===== config.mk =====
export PLATFORM = sky130hd
export DESIGN_NAME = record_and_match_key_lock
export DESIGN_NICKNAME = d
export VERILOG_FILES = /design/src/rtl/core/rmkl_pkg.sv /design/src/rtl/core/rmkl_ram.sv /design/src/rtl/core/record_and_match_key_lock.sv
export SDC_FILE = /design/constraint.sdc
export NUM_CORES = 2
export LEC_CHECK = 0
export ABC_AREA = 1
export BUFFER_PORTS_ARGS = -buffer_cell sky130_fd_sc_hd__buf_2
export CAP_MARGIN = 20
export CORE_MARGIN = 1.5
export CORE_UTILIZATION = 25
export DETAILED_ROUTE_END_ITERATION = 10
export GPL_TIMING_DRIVEN = 0
export PLACE_DENSITY_LB_ADDON = 0.08
export SYNTH_ARGS = -nofsm -noshare
export SYNTH_HDL_FRONTEND = slang
export SYNTH_SLANG_ARGS = --single-unit

===== constraint.sdc =====
create_clock -name clock -period 7.35 [get_ports clock]
set_clock_uncertainty 0.15 [all_clocks]
set_input_delay 0.3675 -clock clock [delete_from_list [all_inputs] [get_ports clock]]
set_output_delay 0.3675 -clock clock [all_outputs]
set_load 0.05 [all_outputs]

===== src/rtl/core/rmkl_pkg.sv =====
// package for the record and match key lock
// key kinds, lock modes, field widths and default sizes; no dependencies
package rmkl_pkg;

   localparam int CODE_DEPTH_DEF = 128;
   localparam int KIND_W         = 2;
   localparam int CP_W           = 21;
   localparam int MODE_W         = 2;
   localparam int POS_OUT_W      = 7;
   localparam int REQ_DATA_W     = 24;
   localparam int RSP_DATA_W     = 16;

   typedef enum logic [KIND_W-1:0] {
      KIND_BUTTON = 2'd0,
      KIND_ESCAPE = 2'd1,
      KIND_ENTER  = 2'd2,
      KIND_CHAR   = 2'd3
   } kind_type;

   typedef enum logic [2:0] {
      MODE_WAIT    = 3'b001,
      MODE_RECORD  = 3'b010,
      MODE_COMPARE = 3'b100
   } mode_type;

   localparam logic [MODE_W-1:0] LOCK_MODE_WAIT    = 2'd0;
   localparam logic [MODE_W-1:0] LOCK_MODE_RECORD  = 2'd1;
   localparam logic [MODE_W-1:0] LOCK_MODE_COMPARE = 2'd2;

   function automatic logic [MODE_W-1:0] mode_code(input mode_type m);
      logic [MODE_W-1:0] c;
      case (m)
         MODE_RECORD:  c = LOCK_MODE_RECORD;
         MODE_COMPARE: c = LOCK_MODE_COMPARE;
         default:      c = LOCK_MODE_WAIT;
      endcase
      return c;
   endfunction

endpackage


===== src/rtl/core/rmkl_ram.sv =====
// code store: one write port, one registered read port
// a write to the entry being read is forwarded to the read data; uses rmkl_pkg
module rmkl_ram
   import rmkl_pkg::*;
#(
   parameter int DEPTH = CODE_DEPTH_DEF,
   parameter int AW    = $clog2(DEPTH)
) (
   input  logic            clock,
   input  logic            wr_en,
   input  logic [AW-1:0]   wr_addr,
   input  logic [CP_W-1:0] wr_data,
   input  logic [AW-1:0]   rd_addr,
   output logic [CP_W-1:0] rd_data
);

   logic [CP_W-1:0] mem [DEPTH];
   logic [CP_W-1:0] rd_data_ff;

   always_ff @(posedge clock) begin
      if (wr_en) begin
         mem[wr_addr] <= wr_data;
      end
   end

   always_ff @(posedge clock) begin
      if (wr_en && (wr_addr == rd_addr)) begin
         rd_data_ff <= wr_data;
      end else begin
         rd_data_ff <= mem[rd_addr];
      end
   end

   assign rd_data = rd_data_ff;

endmodule


===== src/rtl/core/record_and_match_key_lock.sv =====
// record and match key lock: records a key code, then unlocks when it is typed again
// uses rmkl_pkg and the code store rmkl_ram
//
// channel  direction  tdata                                   tuser
// req      in         codepoint[20:0]                         key_kind[1:0]
// rsp      out        unlocked[0] lock_mode[2:1] pos[9:3]     -
//
// one item per cycle sustained while results are taken; one result per item, valid in the cycle after it is taken
// the store is read ahead at the next position every cycle, so the entry for the
// next item is ready when it arrives; a write to that entry is forwarded
// reset (synchronous) clears mode, position, length and unlock; the store is not cleared
// req_tready stays low while reset is high
// a stalled result holds req_tready low until it is taken
module record_and_match_key_lock
   import rmkl_pkg::*;
#(
   parameter int CODE_DEPTH = CODE_DEPTH_DEF
) (
   input  logic                  clock,
   input  logic                  reset,
   input  logic                  req_tvalid,
   output logic                  req_tready,
   input  logic [REQ_DATA_W-1:0] req_tdata,  // codepoint[20:0], zero fill
   input  logic [KIND_W-1:0]     req_tuser,  // key_kind[1:0]
   output logic                  rsp_tvalid,
   input  logic                  rsp_tready,
   output logic [RSP_DATA_W-1:0] rsp_tdata   // unlocked, lock_mode[1:0], match_position[6:0]
);

   localparam int PW = $clog2(CODE_DEPTH);
   localparam logic [PW-1:0] POS_LAST = PW'(CODE_DEPTH - 1);

   mode_type              mode_ff, mode_in, mode_eff;
   logic [PW-1:0]         pos_ff, pos_in, pos_inc;
   logic [POS_OUT_W-1:0]  len_ff, len_in;
   logic                  unlock_ff, unlock_in;
   logic                  rsp_valid_ff, rsp_valid_in;
   logic [RSP_DATA_W-1:0] rsp_data_ff, rsp_data_in;

   logic                  accept;
   kind_type              kind;
   logic [CP_W-1:0]       cp;
   logic [CP_W-1:0]       stored_cp;
   logic                  wr_en;
   logic [PW+POS_OUT_W-1:0] pos_ext, inc_ext, len_ext;

   assign req_tready = !reset && (!rsp_valid_ff || rsp_tready);
   assign accept     = req_tvalid && req_tready;
   assign kind       = kind_type'(req_tuser);
   assign cp         = req_tdata[CP_W-1:0];

   assign pos_inc = (pos_ff == POS_LAST) ? '0 : pos_ff + PW'(1);
   assign pos_ext = {{POS_OUT_W{1'b0}}, pos_ff};
   assign inc_ext = {{POS_OUT_W{1'b0}}, pos_inc};
   assign len_ext = {{PW{1'b0}}, len_ff};

   always_comb begin
      mode_eff  = (mode_ff == MODE_RECORD || mode_ff == MODE_COMPARE) ? mode_ff : MODE_RECORD;
      mode_in   = mode_ff;
      pos_in    = pos_ff;
      len_in    = len_ff;
      unlock_in = unlock_ff;
      wr_en     = 1'b0;
      if (accept) begin
         mode_in = mode_eff;
         case (kind)
            KIND_ESCAPE: begin
               pos_in = '0;
            end
            KIND_ENTER: begin
               if ((pos_ff != '0) && (mode_eff == MODE_RECORD)) begin
                  len_in  = pos_ext[POS_OUT_W-1:0];
                  mode_in = MODE_COMPARE;
               end
               pos_in = '0;
            end
            KIND_CHAR: begin
               if (mode_eff == MODE_RECORD) begin
                  wr_en  = 1'b1;
                  pos_in = pos_inc;
               end else if (stored_cp != cp) begin
                  pos_in = '0;
               end else begin
                  pos_in = pos_inc;
                  if (inc_ext == len_ext) begin
                     unlock_in = 1'b1;
                  end
               end
            end
            default: begin
            end
         endcase
      end
   end

   logic [PW+POS_OUT_W-1:0] pos_in_ext;
   assign pos_in_ext = {{POS_OUT_W{1'b0}}, pos_in};

   always_comb begin
      rsp_valid_in = rsp_valid_ff && !rsp_tready;
      rsp_data_in  = rsp_data_ff;
      if (accept) begin
         rsp_valid_in = 1'b1;
         rsp_data_in  = {{(RSP_DATA_W - 1 - MODE_W - POS_OUT_W){1'b0}},
                         pos_in_ext[POS_OUT_W-1:0], mode_code(mode_in), unlock_in};
      end
   end

   always_ff @(posedge clock) begin
      if (reset) begin
         mode_ff      <= MODE_WAIT;
         pos_ff       <= '0;
         len_ff       <= '0;
         unlock_ff    <= 1'b0;
         rsp_valid_ff <= 1'b0;
      end else begin
         mode_ff      <= mode_in;
         pos_ff       <= pos_in;
         len_ff       <= len_in;
         unlock_ff    <= unlock_in;
         rsp_valid_ff <= rsp_valid_in;
      end
   end

   always_ff @(posedge clock) begin
      rsp_data_ff <= rsp_data_in;
   end

   rmkl_ram #(
      .DEPTH (CODE_DEPTH),
      .AW    (PW)
   ) u_code_ram (
      .clock   (clock),
      .wr_en   (wr_en),
      .wr_addr (pos_ff),
      .wr_data (cp),
      .rd_addr (pos_in),
      .rd_data (stored_cp)
   );

   assign rsp_tvalid = rsp_valid_ff;
   assign rsp_tdata  = rsp_data_ff;

   a_unlock_sticky: assert property (@(posedge clock) disable iff (reset)
      unlock_ff |=> unlock_ff)
      else $error("unlock flag cleared");

   a_compare_sticky: assert property (@(posedge clock) disable iff (reset)
      (mode_ff == MODE_COMPARE) |=> (mode_ff == MODE_COMPARE))
      else $error("left compare mode");

   a_unlock_mode: assert property (@(posedge clock) disable iff (reset)
      unlock_ff |-> (mode_ff == MODE_COMPARE))
      else $error("unlocked outside compare mode");

   a_accept_result: assert property (@(posedge clock) disable iff (reset)
      accept |=> rsp_tvalid)
      else $error("accepted item gave no result");

endmodule

### After elaboration in Yosys (flattened, before gate mapping)

Memories as Yosys holds them, arrays and structs flattened. A register that Yosys moved wholly into a read port is not among the register bits.
Index checks and enable logic that the tools add are counted.

| storage, ports and cells | value |
|---|---|
| bits of input ports | 30 |
| register bits after elaboration | 29 |
| memory bits (writable) | 2688 |
| output and inout bits | 18 |
| memories kept | 1 |
| logic and storage cells | 52 |

| cells by class | value |
|---|---|
| muxes and demuxes | 21 |
| add/subtract/negate cells | 1 |
| reduce and logical (&&, ||, !) cells | 12 |
| eq/ne operators | 11 |

Memory list:

| memory | depth | bits a word | read ports | clocked after Yosys merged registers in | write ports | line | RTL |
|---|---|---|---|---|---|---|---|
| u_code_ram.mem | 128 | 21 | 1 | 1 | 1 | rmkl_ram.sv:17 | `logic [CP_W-1:0] mem [DEPTH];` |

Operator list:

| cell | number |
|---|---|
| two-way mux 7 bit | 4 |
| != test 21 bit | 1 |
| one-hot mux 7 bit (2 select lines) | 1 |
| two-way mux 3 bit | 4 |
| two-way mux 1 bit | 11 |
| equality test 3 x 2 -> 1 bit, second input constant | 3 |
| adder 7 x 1 -> 7 bit, second input constant | 1 |
| equality test 7 bit | 1 |
| equality test 7 bit, second input constant | 1 |
| nonzero test 7 bit | 1 |
| equality test 3 bit, second input constant | 2 |
| equality test 2 bit, second input constant | 2 |
| logical AND 1 bit | 4 |
| one-hot mux 2 bit (2 select lines) | 1 |
| logical NOT 1 bit | 3 |
| AND reduction 3 bit | 1 |
| equality test 2 x 1 -> 1 bit, second input constant | 1 |
| logical OR 1 bit | 2 |
| OR reduction 2 bit | 1 |

### Depth between registers and ports, before layout

| logic depth | value |
|---|---|
| word-level depth | 10 |
| depth in mapped cells | 22 |
| mapped depth without buffers | 19 |

### Modules after synthesis

From an unflattened synthesis, not the netlist that was laid out.

| second synthesis, totals | value |
|---|---|
| cell total of the unflattened synthesis | 9144 |
| area, all modules | 110369.6 µm² |

Modules (own cells, without submodules):

| module | area each (µm²) | times used | seq. area each (µm²) | cells an instance |
|---|---|---|---|---|
| rmkl_ram | 108464.0 | 1 | 80857.5 | 8841 |
| record_and_match_key_lock | 1905.6 | 1 | 680.7 | 303 |

### Least setup slack after synthesis

Ideal clock, no wire load.

| timing path | value |
|---|---|
| path type | reg-to-reg |
| start | register rsp_valid_ff (netlist: rsp_tvalid) |
| end | memory u_code_ram.mem[100][0], enable pin |
| cell stages (with the launch flop) | 9 |
| path buffers | 1 |
| required time | 6801 ps |
| library setup time | 399 ps |
| clock period less this slack | 3553 ps |
| slack | 3797 ps |
| arrival time | 3004 ps |
| path through | dfxtp_1 -> a21oi_4 -> nand2_2 -> nor2_2 -> nand2_2 -> nor3_1 -> nand3_1 -> clkbuf_1 -> nor2_1 |

| on the way | value |
|---|---|
| longest elaborated chain between the ends | 7 |

RTL lines:

| element | line | RTL |
|---|---|---|
| from (decl) | record_and_match_key_lock.sv:37 | `logic rsp_valid_ff, rsp_valid_in;` |
| from (signal assigned) | record_and_match_key_lock.sv:121 | `rsp_valid_ff <= rsp_valid_in;` |
| logical NOT 1 bit | record_and_match_key_lock.sv:47 | `assign req_tready = !reset && (!rsp_valid_ff \|\| rsp_tready);` |
| logical OR 1 bit | record_and_match_key_lock.sv:47 |  |
| logical AND 1 bit | record_and_match_key_lock.sv:47 |  |
| via req_tready | record_and_match_key_lock.sv:22 | `output logic req_tready,` |
| logical AND 1 bit | record_and_match_key_lock.sv:48 | `assign accept = req_tvalid && req_tready;` |
| two-way mux 1 bit | record_and_match_key_lock.sv:64 | `if (accept) begin` |
| two-way mux 1 bit | rmkl_ram.sv:21 | `if (wr_en) begin` |
| two-way mux 1 bit (implied by the code) | rmkl_ram.sv:22 | `mem[wr_addr] <= wr_data;` |
| to (decl) | rmkl_ram.sv:17 |  |

The timed path passes the listed nets, and every way through them passes these cells.

### Worst setup path in the final report

| timing path | value |
|---|---|
| start | input req_tdata[6] |
| end | register u_code_ram.rd_data_ff[15] (netlist: u_code_ram.rd_data[15]) (read register of u_code_ram.mem) |

| on the way | value |
|---|---|
| longest elaborated chain between the ends | 5 |

RTL lines:

| element | line | RTL |
|---|---|---|
| from (decl) | record_and_match_key_lock.sv:23 | `input logic [REQ_DATA_W-1:0] req_tdata,` |
| != test 21 bit | record_and_match_key_lock.sv:81 | `end else if (stored_cp != cp) begin` |
| two-way mux 7 bit | record_and_match_key_lock.sv:81 |  |
| two-way mux 7 bit | record_and_match_key_lock.sv:78 | `if (mode_eff == MODE_RECORD) begin` |
| one-hot mux 7 bit (2 select lines) | record_and_match_key_lock.sv:66 | `case (kind)` |
| two-way mux 7 bit | record_and_match_key_lock.sv:64 |  |
| to (decl) | rmkl_ram.sv:18 | `logic [CP_W-1:0] rd_data_ff;` |

No other way between the ends.
A chain may end at the register's enable or synchronous reset.

==> reports/results.ini <==
[layout]
drive_gt1_frac=0.1195
layout_commonest_cell=nand3_1
postLayoutCoreUtil=0.3001
mostFrequentLayoutCells=nand3_1, edfxtp_1, nand2_1
fillers=45290
layout.nets=9760
multiInputGateArea_um2=26930
stdcell_count=15930
areaGrowthSynthToFinish_pct=19.67
seq_area_um2=81820

[worst_setup_path]
crit_fanout=69
cp_common_cell=nand3_1
cp_slowest_cell=buf_2
crit_chain=dlygate4sd3_1 > buf_8 > buf_16 > inv_1 > nand2_1 > nand2_1 > nor2_1 > nand2_1 > nor2_1 > nand3_1 > nand2_4 > nand4_1 > o21a_1 > buf_2 > inv_2 > buf_2 > buf_2 > nand3_1 > nand3_1 > nand3_1 > nand3_1 > nand2_1
crit_path_start_kind=primary input
critPathCaptureType=flip-flop
cp.arrival_ns=6.99
cp.required_ns=8.02
cp_slowest_stage_delay_ns=0.89
critical_path_class=in -> reg

[yosys]
synth_top_family_by_area=simple AND/OR/NAND/NOR gates
syn_area_um2=111600
synthMuxAreaShare=0
synth_top_flop_cell=edfxtp_1
synthArstFlopShare=0
synthSimpleGateAreaFrac=0.2307
yosysUniqueCellTypes=32
synth_seq_cells=2738
synth_compound_area_frac=0.001783
synth_warnings=0
syn_area_per_cell_um2=12.13
synthAdderAreaFrac=0.0002243
synth_xor_area_frac=0.0007066
yosysSeqAreaShare=0.7334
synth_edf_count=2698
synthCells=9200

[timing]
slew_violations=0
setup_viol=0
rsz0062_at_grt=false
period_needed_ns=6.324
holdWs_ns=0.1774
layout_worst_path_cycle_share=0.8603
tns_ns=0
hold_viol=0
worst_slew_pin_slew_ns=1.203
fmax_mhz=158.1
slew_headroom=0.1980

[drt]
drtAntennaViolNets=0
drc_errors=0
drtPass1Iterations=6
wl_um=516500
viasPerCell=5.006
wl_per_cell_um=32.43
drt_iter0_drc=9172
num_vias=79750

[power]
power_leakage_uw=0.04487
power_density_nw_per_um2=259.6
power_uw=34660
ir_drop_v=0.0001672

[global_route]
first_global_vias=75960
grt-ovfl-total=0
grt_max_degree=93
grt_antenna_before_repair=41
globalRouteTotalUtil=0.2227
grt_pass1_wl_um=689000

[floorplan]
die_h_um=671.0
num_rows=245
pin_count=48
die_area_um2=450300
coreArea_um2=444800
initial_core_util=0.2508
die_w_um=671.0

[run]
maxCapViolations=0

[cts]
clock-sinks=2738
cts_tree=yes
ctsResizeCount=0
cts.path.max_buffers=4
cts_root_buffer=clkbuf_16
hold_buffers=28
post_cts_buffers=0
cts_max_level=5
insertion_delay_ns=0.97
path_clk_slew_ns=0.06
cts_inserted_buffers=330

[placed_design]
dp_cells=15300
dp.final_hpwl_um=360800
numPortBuffers=38
gp_congestion=0.9278

[run_status]
outcome=finished, final reports clean

[hold_path]
hp-class=in -> reg

[routing by layer]
| layer | vias up | GRT usage | wire length (µm) |
|---|---|---|---|
| li1 | 34730 | - | - |
| met1 | 41450 | 0.3111 | 230500 |
| met2 | 2931 | 0.3540 | 235500 |
| met3 | 627 | 0.03247 | 31490 |
| met4 | 10 | 0.07381 | 18950 |
| met5 | - | 0 | 74 |
[cell families (layout without fill, tap and decap cells)]
group,count (synthesis),in the layout
AND/OR/NAND/NOR,5658,5658
AO/OA/AOI/OAI,24,24
buffers and inverters,768,1550
adder cells (fa/ha/maj),2,2
XOR/XNOR,9,9
flip-flops,2738,2738
other,1,21
[power breakdown]
part | switching [µW] | internal [µW] | leakage (µW) | total (µW)
clock | 6820 | 9200 | 0.00497 | 16000
combinational | 1160 | 308 | 0.0153 | 1470
sequential | 6.63 | 17200 | 0.0246 | 17200
[Yosys cell counts (2+ instances only)]
master	number	area, µm²
nand2_1	1918	7199
buf_4	85	638.1
a211oi_1	8	60.06
nand3_1	3537	17700
inv_1	60	225.2
buf_2	346	1732
buf_1	70	262.8
nor3_1	5	25.02
clkbuf_1	193	724.4
or2_2	2	12.51
clkinv_1	2	7.510
edfxtp_1	2698	81020
a21oi_4	3	48.80
xnor2_1	5	43.79
inv_2	3	11.26
dfxtp_1	40	800.8
buf_6	9	101.4
nand2_2	2	12.51
nand2_4	4	45.04
nor2_1	180	675.7
ha_1	2	25.02
o21a_1	4	30.03
nor2_2	3	18.77
xor2_1	4	35.03
nand4_1	6	37.54
a21oi_1	5	25.02
[path summary, 6_finish.rpt]
check	from	endpoint	slack, ns	depth (start not counted)
setup / recovery	req_tdata[6]	u_code_ram.rd_data[15]$_DFF_P_	1.03	22
hold / removal	req_tuser[1]	mode_ff[2]$_SDFF_PP0_	0.18	7
setup reg to reg	u_code_ram.rd_data[9]$_DFF_P_	u_code_ram.rd_data[15]$_DFF_P_	1.81	19
hold reg to reg	unlock_ff$_SDFF_PP0_	unlock_ff$_SDFF_PP0_	0.32	2
[registers in the layout (all words and copies together), names as in the netlist]
| name | count |
|---|---|
| rsp_tdata | 10 |
| mode_ff | 3 |
| rsp_tvalid | 1 |
| pos_ff | 7 |
| len_ff | 7 |
| u_code_ram.mem | 2688 |
| u_code_ram.rd_data | 21 |
| unlock_ff | 1 |
[worst max-delay path: cells and delay by family]
family / cells / cell delay [ns]
buffers and inverters: 8 / 3.44
AOI/OAI and AO/OA: 1 / 0.11
and+or+nand+nor: 13 / 2.47
[through the flow]
stage | setup WS [ns] | instance area, µm²
4_1_cts | 1.246 | 133500
2_1_floorplan | 3.797 | 111600
3_5_place_dp | 0.8357 | 122900
5_1_grt | 1.077 | 133500
3_3_place_gp | -1.563 | 119200
6_report | 1.026 | 133500
[final cells by class]
class,count,share of cell area
sequential,2738,0.6129
multi-input combinational,5699,0.2017
clock buffer,431,0.06698
tap,5928,0.05556
buffer,703,0.02606
timing repair buffer,191,0.02500
clock inverter,160,0.009719
inverter,65,0.001828
antenna,15,0.0002812
Note: power is estimated with default switching activity, not from simulation.
